`src/mbd_pkg.sv`:
```
// Shared constants for the motion blink event detector.
package mbd_pkg;

    localparam int FACE_WIDTH_BITS      = 10;
    localparam int BLOCK_COUNT_BITS     = 12;
    localparam int COUNT_BITS_DEF       = 12;
    localparam int MAX_TRACK_FRAMES_DEF = 7;
    localparam int FRAMES_BITS          = 4;

    // m = floor(w*w*5/10000) = floor(floor(w*w/16)/125)
    localparam int SQ_BITS      = 2 * FACE_WIDTH_BITS;
    localparam int PRE_SHIFT    = 4;
    localparam int QUOT_IN_BITS = SQ_BITS - PRE_SHIFT;
    localparam int RECIP_SHIFT  = 23;
    localparam int RECIP_BITS   = 17;
    localparam logic [RECIP_BITS-1:0] RECIP_125 = 17'd67109;  // ceil(2^23/125)
    localparam int PROD_BITS    = QUOT_IN_BITS + RECIP_BITS;
    localparam int M_BITS       = 10;                         // m <= 523

endpackage

```
`src/mbd_if.sv`:
```
// Request and response channel interfaces for the motion blink event detector.
interface mbd_req_if;
    logic                                     valid;
    logic                                     ready;
    logic [mbd_pkg::FACE_WIDTH_BITS-1:0]      face_width;
    logic [mbd_pkg::BLOCK_COUNT_BITS-1:0]     block_count;
    logic                                     global_motion;

    modport source (output valid, face_width, block_count, global_motion, input ready);
    modport sink   (input valid, face_width, block_count, global_motion, output ready);
endinterface

interface mbd_rsp_if;
    logic valid;
    logic ready;
    logic blink;
    logic capture_reference;
    logic tracking;

    modport source (output valid, blink, capture_reference, tracking, input ready);
    modport sink   (input valid, blink, capture_reference, tracking, output ready);
endinterface

```
`src/motion_blink_event_detector_top.sv`:
```
// Motion blink event detector: per-frame blink tracker with a four-stage pipeline.
//
// One request per video frame carries the face width, the count of moving
// blocks in the eye area and a whole-face motion flag; one response per
// request reports blink, capture_reference and tracking. The block takes a
// new request every cycle while the sink takes each response as it is
// presented. A request passes through the input register, squaring stage,
// threshold stage and result register before its response is presented. The
// threshold m = floor(w*w/2000) is computed as a
// square followed by a reciprocal multiply, each in its own stage; the
// tracking state machine updates in the last stage only, so consecutive
// frames see each other's state with no gap. Every stage has its own valid
// bit and moves when the stage after it is free, so bubbles close up and a
// response held by the sink still lets upstream stages fill.
module motion_blink_event_detector_top #(
    parameter int COUNT_BITS       = mbd_pkg::COUNT_BITS_DEF,
    parameter int MAX_TRACK_FRAMES = mbd_pkg::MAX_TRACK_FRAMES_DEF
) (
    input  logic         i_clk,
    input  logic         i_rst_n,
    mbd_req_if.sink      i_req,
    mbd_rsp_if.source    o_rsp
);

    localparam int FW = mbd_pkg::FACE_WIDTH_BITS;
    localparam int MB = mbd_pkg::M_BITS;
    localparam int FB = mbd_pkg::FRAMES_BITS;
    // wide enough for 10*c and 7*m
    localparam int WB = COUNT_BITS + 5;

    typedef enum logic {ST_IDLE, ST_TRACK} t_state;

    // ---------------- pipeline stages ----------------
    logic                  r_v1, r_v2, r_v3, r_v4;
    logic [FW-1:0]         r_w1;
    logic [COUNT_BITS-1:0] r_c1, r_c2, r_c3;
    logic                  r_mot1, r_mot2, r_mot3;
    logic [mbd_pkg::SQ_BITS-1:0] r_sq2;
    logic [MB-1:0]         r_m3;

    logic rdy1, rdy2, rdy3, rdy4;
    logic [mbd_pkg::PROD_BITS-1:0] prod;

    assign rdy4 = !r_v4 || o_rsp.ready;
    assign rdy3 = !r_v3 || rdy4;
    assign rdy2 = !r_v2 || rdy3;
    assign rdy1 = !r_v1 || rdy2;
    assign i_req.ready = rdy1;

    // floor(sq/16) * ceil(2^23/125) >> 23 is exact for 16-bit operands
    assign prod = mbd_pkg::PROD_BITS'(r_sq2[mbd_pkg::SQ_BITS-1:mbd_pkg::PRE_SHIFT])
                * mbd_pkg::PROD_BITS'(mbd_pkg::RECIP_125);

    always_ff @(posedge i_clk) begin
        if (!i_rst_n) begin
            r_v1 <= 1'b0;
            r_v2 <= 1'b0;
            r_v3 <= 1'b0;
        end else begin
            if (rdy1) begin
                r_v1 <= i_req.valid;
            end
            if (rdy2) begin
                r_v2 <= r_v1;
            end
            if (rdy3) begin
                r_v3 <= r_v2;
            end
        end
        // payload
        if (rdy1 && i_req.valid) begin
            r_w1   <= i_req.face_width;
            r_c1   <= COUNT_BITS'(i_req.block_count);  // mask/extend to count width
            r_mot1 <= i_req.global_motion;
        end
        if (rdy2 && r_v1) begin
            r_sq2  <= mbd_pkg::SQ_BITS'(r_w1) * mbd_pkg::SQ_BITS'(r_w1);
            r_c2   <= r_c1;
            r_mot2 <= r_mot1;
        end
        if (rdy3 && r_v2) begin
            r_m3   <= prod[mbd_pkg::RECIP_SHIFT +: MB];
            r_c3   <= r_c2;
            r_mot3 <= r_mot2;
        end
    end

    // ---------------- tracking state machine ----------------
    t_state                r_state, n_state;
    logic [COUNT_BITS-1:0] r_prev, n_prev;
    logic [COUNT_BITS-1:0] r_peak, n_peak;
    logic [FB-1:0]         r_frames, n_frames;
    logic                  r_blink, n_blink;
    logic                  r_cap, n_cap;

    logic [WB-1:0] c_x, m_x, prev_x, peak_x;
    logic [WB-1:0] c10, c2, m7, m3, m2, m4;
    logic [FB:0]   n_cnt;
    logic          enter, late, early, reject;
    logic          fire;

    assign c_x    = WB'(r_c3);
    assign m_x    = WB'(r_m3);
    assign prev_x = WB'(r_prev);
    assign c10    = (c_x << 3) + (c_x << 1);
    assign c2     = c_x << 1;
    assign m7     = (m_x << 3) - m_x;
    assign m3     = (m_x << 1) + m_x;
    assign m2     = m_x << 1;
    assign m4     = m_x << 2;
    assign n_cnt  = (FB+1)'(r_frames) + (FB+1)'(1);
    assign fire   = r_v3 && rdy4;

    always_comb begin
        n_state  = r_state;
        n_prev   = r_prev;
        n_peak   = r_peak;
        n_frames = r_frames;
        n_blink  = 1'b0;
        n_cap    = 1'b0;
        peak_x   = WB'(r_peak);
        enter    = (c10 > m7) && (c_x < m3) && r_mot3;
        late     = 1'b0;
        early    = 1'b0;
        reject   = 1'b0;
        case (r_state)
            ST_IDLE: begin
                n_prev = r_c3;
                if (enter) begin
                    n_state  = ST_TRACK;
                    n_peak   = r_c3;
                    n_frames = '0;
                    n_cap    = 1'b1;
                end
            end
            ST_TRACK: begin
                n_frames = n_cnt[FB-1:0];
                if (r_c3 > r_peak) begin
                    n_peak = r_c3;
                end
                late   = (c_x < peak_x) && (c_x <= m2) && !r_mot3 && (c_x < prev_x)
                       && (n_cnt > (FB+1)'(1));
                early  = (n_cnt == (FB+1)'(1)) && (c2 <= m_x) && (prev_x > m_x)
                       && !r_mot3 && (c_x < prev_x);
                reject = (n_cnt == (FB+1)'(1)) && !r_mot3
                       && ((c2 < m_x) || (c_x > prev_x) || (c_x > m_x));
                if (late || early) begin
                    n_blink = 1'b1;
                    n_state = ST_IDLE;
                    n_prev  = '0;
                end else if (reject) begin
                    n_state = ST_IDLE;
                    n_prev  = '0;
                end else if (c_x > m4) begin
                    n_state = ST_IDLE;       // too much motion, keep previous count
                end else if (n_cnt > (FB+1)'(MAX_TRACK_FRAMES)) begin
                    n_state = ST_IDLE;       // timeout
                    n_prev  = '0;
                end
            end
            default: begin
                n_state = ST_IDLE;
            end
        endcase
    end

    always_ff @(posedge i_clk) begin
        if (!i_rst_n) begin
            r_state  <= ST_IDLE;
            r_prev   <= '0;
            r_peak   <= '0;
            r_frames <= '0;
            r_v4     <= 1'b0;
            r_blink  <= 1'b0;
            r_cap    <= 1'b0;
        end else begin
            if (rdy4) begin
                r_v4 <= r_v3;
            end
            if (fire) begin
                r_state  <= n_state;
                r_prev   <= n_prev;
                r_peak   <= n_peak;
                r_frames <= n_frames;
                r_blink  <= n_blink;
                r_cap    <= n_cap;
            end
        end
    end

    assign o_rsp.valid             = r_v4;
    assign o_rsp.blink             = r_blink;
    assign o_rsp.capture_reference = r_cap;
    assign o_rsp.tracking          = (r_state == ST_TRACK);

endmodule

```
`src/flat_wrapper.sv`:
```
// flat-port wrapper written by rule: the top's interface ports become plain ports
module motion_blink_event_detector_top_flat 
#(
    parameter int COUNT_BITS       = mbd_pkg::COUNT_BITS_DEF,
    parameter int MAX_TRACK_FRAMES = mbd_pkg::MAX_TRACK_FRAMES_DEF
)
  (i_clk, i_rst_n, i_req_valid, i_req_face_width, i_req_block_count, i_req_global_motion, i_req_ready, o_rsp_valid, o_rsp_blink, o_rsp_capture_reference, o_rsp_tracking, o_rsp_ready);
  mbd_req_if i_req_i ();
  mbd_rsp_if o_rsp_i ();
  input  logic i_clk;
  input  logic i_rst_n;
  input wire logic [$bits(i_req_i.valid)-1:0] i_req_valid;
  input wire logic [$bits(i_req_i.face_width)-1:0] i_req_face_width;
  input wire logic [$bits(i_req_i.block_count)-1:0] i_req_block_count;
  input wire logic [$bits(i_req_i.global_motion)-1:0] i_req_global_motion;
  output wire logic [$bits(i_req_i.ready)-1:0] i_req_ready;
  output wire logic [$bits(o_rsp_i.valid)-1:0] o_rsp_valid;
  output wire logic [$bits(o_rsp_i.blink)-1:0] o_rsp_blink;
  output wire logic [$bits(o_rsp_i.capture_reference)-1:0] o_rsp_capture_reference;
  output wire logic [$bits(o_rsp_i.tracking)-1:0] o_rsp_tracking;
  input wire logic [$bits(o_rsp_i.ready)-1:0] o_rsp_ready;
  assign i_req_i.valid = i_req_valid;
  assign i_req_i.face_width = i_req_face_width;
  assign i_req_i.block_count = i_req_block_count;
  assign i_req_i.global_motion = i_req_global_motion;
  assign i_req_ready = i_req_i.ready;
  assign o_rsp_valid = o_rsp_i.valid;
  assign o_rsp_blink = o_rsp_i.blink;
  assign o_rsp_capture_reference = o_rsp_i.capture_reference;
  assign o_rsp_tracking = o_rsp_i.tracking;
  assign o_rsp_i.ready = o_rsp_ready;
  motion_blink_event_detector_top #(.COUNT_BITS(COUNT_BITS), .MAX_TRACK_FRAMES(MAX_TRACK_FRAMES)) u_core (.i_clk(i_clk), .i_rst_n(i_rst_n), .i_req(i_req_i), .o_rsp(o_rsp_i));
endmodule
```
`config.mk`:
```
export PLATFORM = sky130hd
export DESIGN_NAME = motion_blink_event_detector_top_flat
export DESIGN_NICKNAME = d
export VERILOG_FILES = /design/src/mbd_pkg.sv /design/src/mbd_if.sv /design/src/motion_blink_event_detector_top.sv /design/src/flat_wrapper.sv
export SDC_FILE = /design/constraint.sdc
export NUM_CORES = 1
export LEC_CHECK = 0
export BUFFER_PORTS_ARGS = -buffer_cell sky130_fd_sc_hd__buf_4
export CAP_MARGIN = 20
export CORE_MARGIN = 2
export CORE_UTILIZATION = 39
export DETAILED_ROUTE_END_ITERATION = 10
export PLACE_DENSITY = 0.59
export SETUP_SLACK_MARGIN = 0.4
export SYNTH_ARGS = -nofsm -noshare
export SYNTH_HDL_FRONTEND = slang
export SYNTH_SLANG_ARGS = --single-unit
```
`constraint.sdc`:
```
create_clock -name i_clk -period 5.6 [get_ports i_clk]
set_input_delay 0.28 -clock i_clk [delete_from_list [all_inputs] [get_ports i_clk]]
set_output_delay 0.28 -clock i_clk [all_outputs]
set_load 0.02 [all_outputs]
```
======== After elaboration in Yosys (flattened, before gate mapping) ========
Index checks and enable logic that the tools add are counted.
storage, ports and cells
  register bits after elaboration ......... 114
  output and inout bits ................... 5
  logic and storage cells ................. 95
cells by class
  multiplexer cells ....................... 19
  equal/unequal tests ..................... 5
  $lt $le $gt $ge ......................... 14
  $add $sub $neg .......................... 4
  multiply operators ...................... 2
  reductions and logical operators ........ 31
  bitwise logic cells ..................... 1
operators by type and width
  cell                    number
  $mux 12                 6
  $pmux 12 s2             2
  $gt 12x12->1            3
  $mul 16x17->33 const B  1
  $gt 12x10->1            2
  $lt 12x12->1            2
  $mul 10x10->20          1
  $gt 17x17->1            1
  $lt 12x17->1            1
  $add 15x13->16          1
  $logic_and 1x1->1       16
  $sub 13x10->14          1
  $le 13x10->1            1
  $lt 13x10->1            1
  $add 11x10->12          1
  $le 12x11->1            1
  $mux 1                  8
  $ne 4x4->1 const B      2
  $pmux 4 s2              1
  $logic_or 1x1->1        7
  $reduce_and 3->1        2
  $add 4x1->5 const B     1
  $eq 5x1->1 const B      1
  $gt 5x1->1 const B      1
  other kinds (8)         12

======== Depth between registers and ports, before layout ========
  word-level depth ........................ 9
  mapped depth ............................ 21

======== Worst setup path after synthesis ========
Ideal clock, no wire load.
  path kind ............................... reg2reg
  start point ............................. reg u_core.r_w1[7]
  end point ............................... reg u_core.r_sq2[19] in the netlist's numbering (data pin)
  buffers on the path ..................... 1
  cell stages (with the launch flop) ...... 19
  period minus slack after synthesis ...... 5,502 ps
  data arrival time ....................... 5,229 ps
  path slack .............................. 98 ps
  cells stage by stage .................... edfxtp_1 > clkbuf_1 > nand2_1 > fa_1 > fa_1 > inv_1 > fa_1 > fa_1 > inv_1 > fa_1 > inv_1 > ha_1 > or2_2 > o311ai_0 > o21ai_0 > a21o_1 > a21o_1 > o41ai_1 > xor2_1
between the ends
  word-level cells in the longest chain between the ends .. 1
ends and longest elaborated chain
  what                    line                                   RTL
  from (decl)             motion_blink_event_detector_top.sv:35  logic [FW-1:0] r_w1;
  from (signal assigned)  motion_blink_event_detector_top.sv:72  r_w1 <= i_req.face_width;
  $mul 10x10->20          motion_blink_event_detector_top.sv:77  r_sq2 <= mbd_pkg::SQ_BITS'(r_w1) * mbd_pkg::SQ_BITS'(r_w1);
  to (signal assigned)    motion_blink_event_detector_top.sv:77
  to (decl)               motion_blink_event_detector_top.sv:38  logic [mbd_pkg::SQ_BITS-1:0] r_sq2;
No other way between the ends.
A chain may end at the register's enable or synchronous reset.

======== Worst setup path after layout ========
  start point ............................. reg u_core.r_w1[1]
  end point ............................... reg u_core.r_sq2[18] in the netlist's numbering (data pin)
Same word-level chain as after synthesis.

==> flow_metrics.py <==
metrics = {
    "critical_path": {
        "critPathSlowestCell": "fa_1",
        "timing.critical_path.mode_cell": "fa_1",
        "critical_path.cell_chain": "buf_6 > and2_1 > fa_1 > fa_1 > ha_4 > fa_1 > inv_1 > fa_1 > inv_1 > ha_4 > a21oi_1 > nand2_2 > o311ai_4 > o21ai_2 > a21o_1 > a211oi_2 > o21bai_1 > xor2_1",
        "cpPeakStageDelay_ps": 610,
        "worstSetupStartpointType": "register",
        "critPathMaxFanout": 4,
        "worst-setup-path-type": "register to register",
        "required_ps": 5700,
        "critPathArrivalTime_ps": 5240,
        "endpoint_kind": "register",
    },
    "worst_hold_path": {
        "holdCritPathClass": "input pin to register",
    },
    "detailed_routing": {
        "detailedRoute.firstPassIterationCount": 4,
        "detailedRoute.firstIterationViolations": 515,
        "wire_per_inst_um": 15.2,
        "ant_nets": 0,
        "routed_wirelength_um": 27800,
        "drcViolationCount": 0,
        "vias": 9332,
        "via_per_inst": 5.09,
    },
    "synth": {
        "ys_seq_area_frac": 0.227,
        "synth_enable_flop_cells": 75,
        "postSynthCellCount": 1302,
        "synth_warnings": 0,
        "postSynth.topFlopCell": "edfxtp_1",
        "synth.distinct_cells": 74,
        "async_reset_ff_frac": 0,
        "synthesis.area_per_instance_um2": 9.99,
        "syn_area_mm2": 0.0130,
        "post_synth_net_total": 1729,
        "number_of_synthesized_register_bits": 110,
    },
    "global_routing": {
        "grt_overflow_total": 0,
        "grt_start_max_net_pins": 63,
        "globalRouteTotalUtil": 0.164,
        "antenna_found_initial": 0,
        "grt_first_pass_wirelength_um": 46700,
        "first_global_vias": 9505,
    },
    "timing": {
        "final-hold-violation-count": 0,
        "clock_skew_ps": 10.2,
        "final.setup.tns_ps": 0,
        "final-setup-viol-count": 0,
        "grt_setup_unrepaired": "yes",
        "tightestPinTransition_ps": 962,
        "final_min_period_over_clock_period": 0.917,
        "final_period_minus_worst_setup_slack_ps": 5130,
        "fmax_mhz": 195,
        "drv_slew": 0,
        "maxSlewHeadroom": 0.359,
    },
    "cells_and_area": {
        "antenna-diode-count": 0,
        "area_growth_pct": 12.5,
        "post-route-util": 0.447,
        "layout_commonest_cell": "ha_1",
        "layout_common_cells": "ha_1 (309), inv_1 (195), buf_4 (91), nand2_1 (88), fa_1 (87)",
        "drive_gt1_frac": 0.107,
        "numnets_final": 1813,
    },
    "cts": {
        "cts_tree": "done",
        "path_clk_slew_ps": 80,
        "cts_root_buffer": "clkbuf_16",
        "postCtsHoldBufs": 0,
        "clk_latency_ps": 360,
        "cts.sinks": 110,
        "clock_tree.htree_level_count": 3,
        "clockBufferDepth": 2,
        "cts_made_buffers": 9,
    },
    "floorplanning": {
        "top_level_ports": 32,
        "std_cell_rows": 66,
        "die_height_um": 187,
        "floorplan.die.width_um": 187,
        "core_region_area_mm2": 0.0327,
        "initial_core_utilization": 0.398,
        "full_die_area_mm2": 0.0348,
    },
    "outcome": {
        "run_status": "finished clean",
    },
    "placement": {
        "hpwlAfterDp_um": 22700,
        "gp_routability_congestion": 0.812,
        "place.port_buffers": 31,
    },
    "run": {
        "timing.max_cap.violations": 0,
    },
}
==> critical path, delay by kind of cell, from the launching register on <==
kind | cells | cell delay [ps]
adders and majority gates | 6 | 2530
DFF | 1 | 480
buffers and inverters | 3 | 270
and+or+nand+nor | 2 | 280
AOI/OAI and AO/OA | 6 | 1180
xor gates and xnor gates | 1 | 150
==> synth_stat cells (all sizes together) (3+ instances only) <==
library cell	number	share of area
ha	313	0.30
mux2i	25	0.019
or2	3	0.0014
xnor2	38	0.026
o21ai	33	0.013
o22ai	3	0.0014
and3	6	0.0029
a21o	17	0.0098
o211ai	6	0.0035
nand2	94	0.027
a2111oi	3	0.0035
o21bai	5	0.0029
a21oi	55	0.021
nor4	5	0.0024
a21boi	10	0.0058
a211oi	12	0.0069
buf	4	0.0024
nor2	46	0.013
xor2	12	0.0081
fa	87	0.13
inv	198	0.057
o221ai	5	0.0034
nand2b	10	0.0048
nor3	14	0.0054
edfxtp	75	0.17
a31oi	5	0.0024
nand4	20	0.0096
clkbuf	18	0.0052
nand3b	4	0.0023
nor2b	19	0.0091
and2	31	0.015
nand3	32	0.012
dfxtp	35	0.054
o31ai	4	0.0038
or4	3	0.0017
o21a	16	0.0092
==> per-stage QoR <==
step           std cells  area, um^2  worst slack, ps  hold WS, ps
2_1_floorplan       1302       13000              401          379
3_3_place_gp        1783       13900              262          402
4_1_cts             1815       14400              395         72.7
5_1_grt             1833       14600              222         74.7
6_report            1833       14600              466         93.9
3_5_place_dp        1783       13900              129          405
==> cell type report <==
| type | count | area (um^2) |
|---|---|---|
| Tap cell | 442 | 553 |
| Sequential cell | 110 | 2950 |
| Clock buffer | 10 | 229 |
| Clock inverter | 6 | 62.6 |
| Fill cell | 3179 | 18100 |
| Inverter | 198 | 743 |
| Multi-Input combinational cell | 972 | 9350 |
| Timing Repair Buffer | 95 | 728 |
==> what timing repair did <==
action | in CTS | in global routing
pin swaps | 19 | 5
setup endpoints to repair | 9 | 14
gates resized for setup | 16 | 15
buffers inserted | 16 | 18
==> layer usage <==
metal / global-route usage / up-vias / wire [um]
met1: 0.226 / 4490 / 13800
met2: 0.277 / 117 / 12800
li1: - / 4704 / -
met4: 0.0327 / 0 / 276
met5: 0 / - / 0
met3: 0.0209 / 21 / 986
==> kinds of logic after synthesis <==
family | share of synthesized area
AOI/OAI and AO/OA | 0.104
xor gates and xnor gates | 0.0337
adders and majority gates | 0.435
buffers and inverters | 0.0648
DFF | 0.227
muxes | 0.0201
and+or+nand+nor | 0.115
==> registers in the layout (all words and copies together), names as in the netlist, 4 cells and up <==
name,flops
u_core.r_frames,4
u_core.r_m3,10
u_core.r_peak,12
u_core.r_sq2,16
u_core.r_prev,12
u_core.r_c2,12
u_core.r_c1,12
u_core.r_c3,12
u_core.r_w1,10
==> final timing paths <==
kind / startpoint / endpoint / slack, ps / depth (start not counted)
max: u_core.r_w1[1] / u_core.r_sq2[18] / 470 / 18
min: i_req_block_count[9] / u_core.r_c1[9] / 90 / 1
max reg2reg: u_core.r_w1[1] / u_core.r_sq2[18] / 470 / 18
min reg2reg: u_core.r_c1[2] / u_core.r_c2[2] / 420 / 0
Power is left out: the tool's default activity adds up to more than one toggle a clock period on the data nets, which glitch-free logic cannot reach.
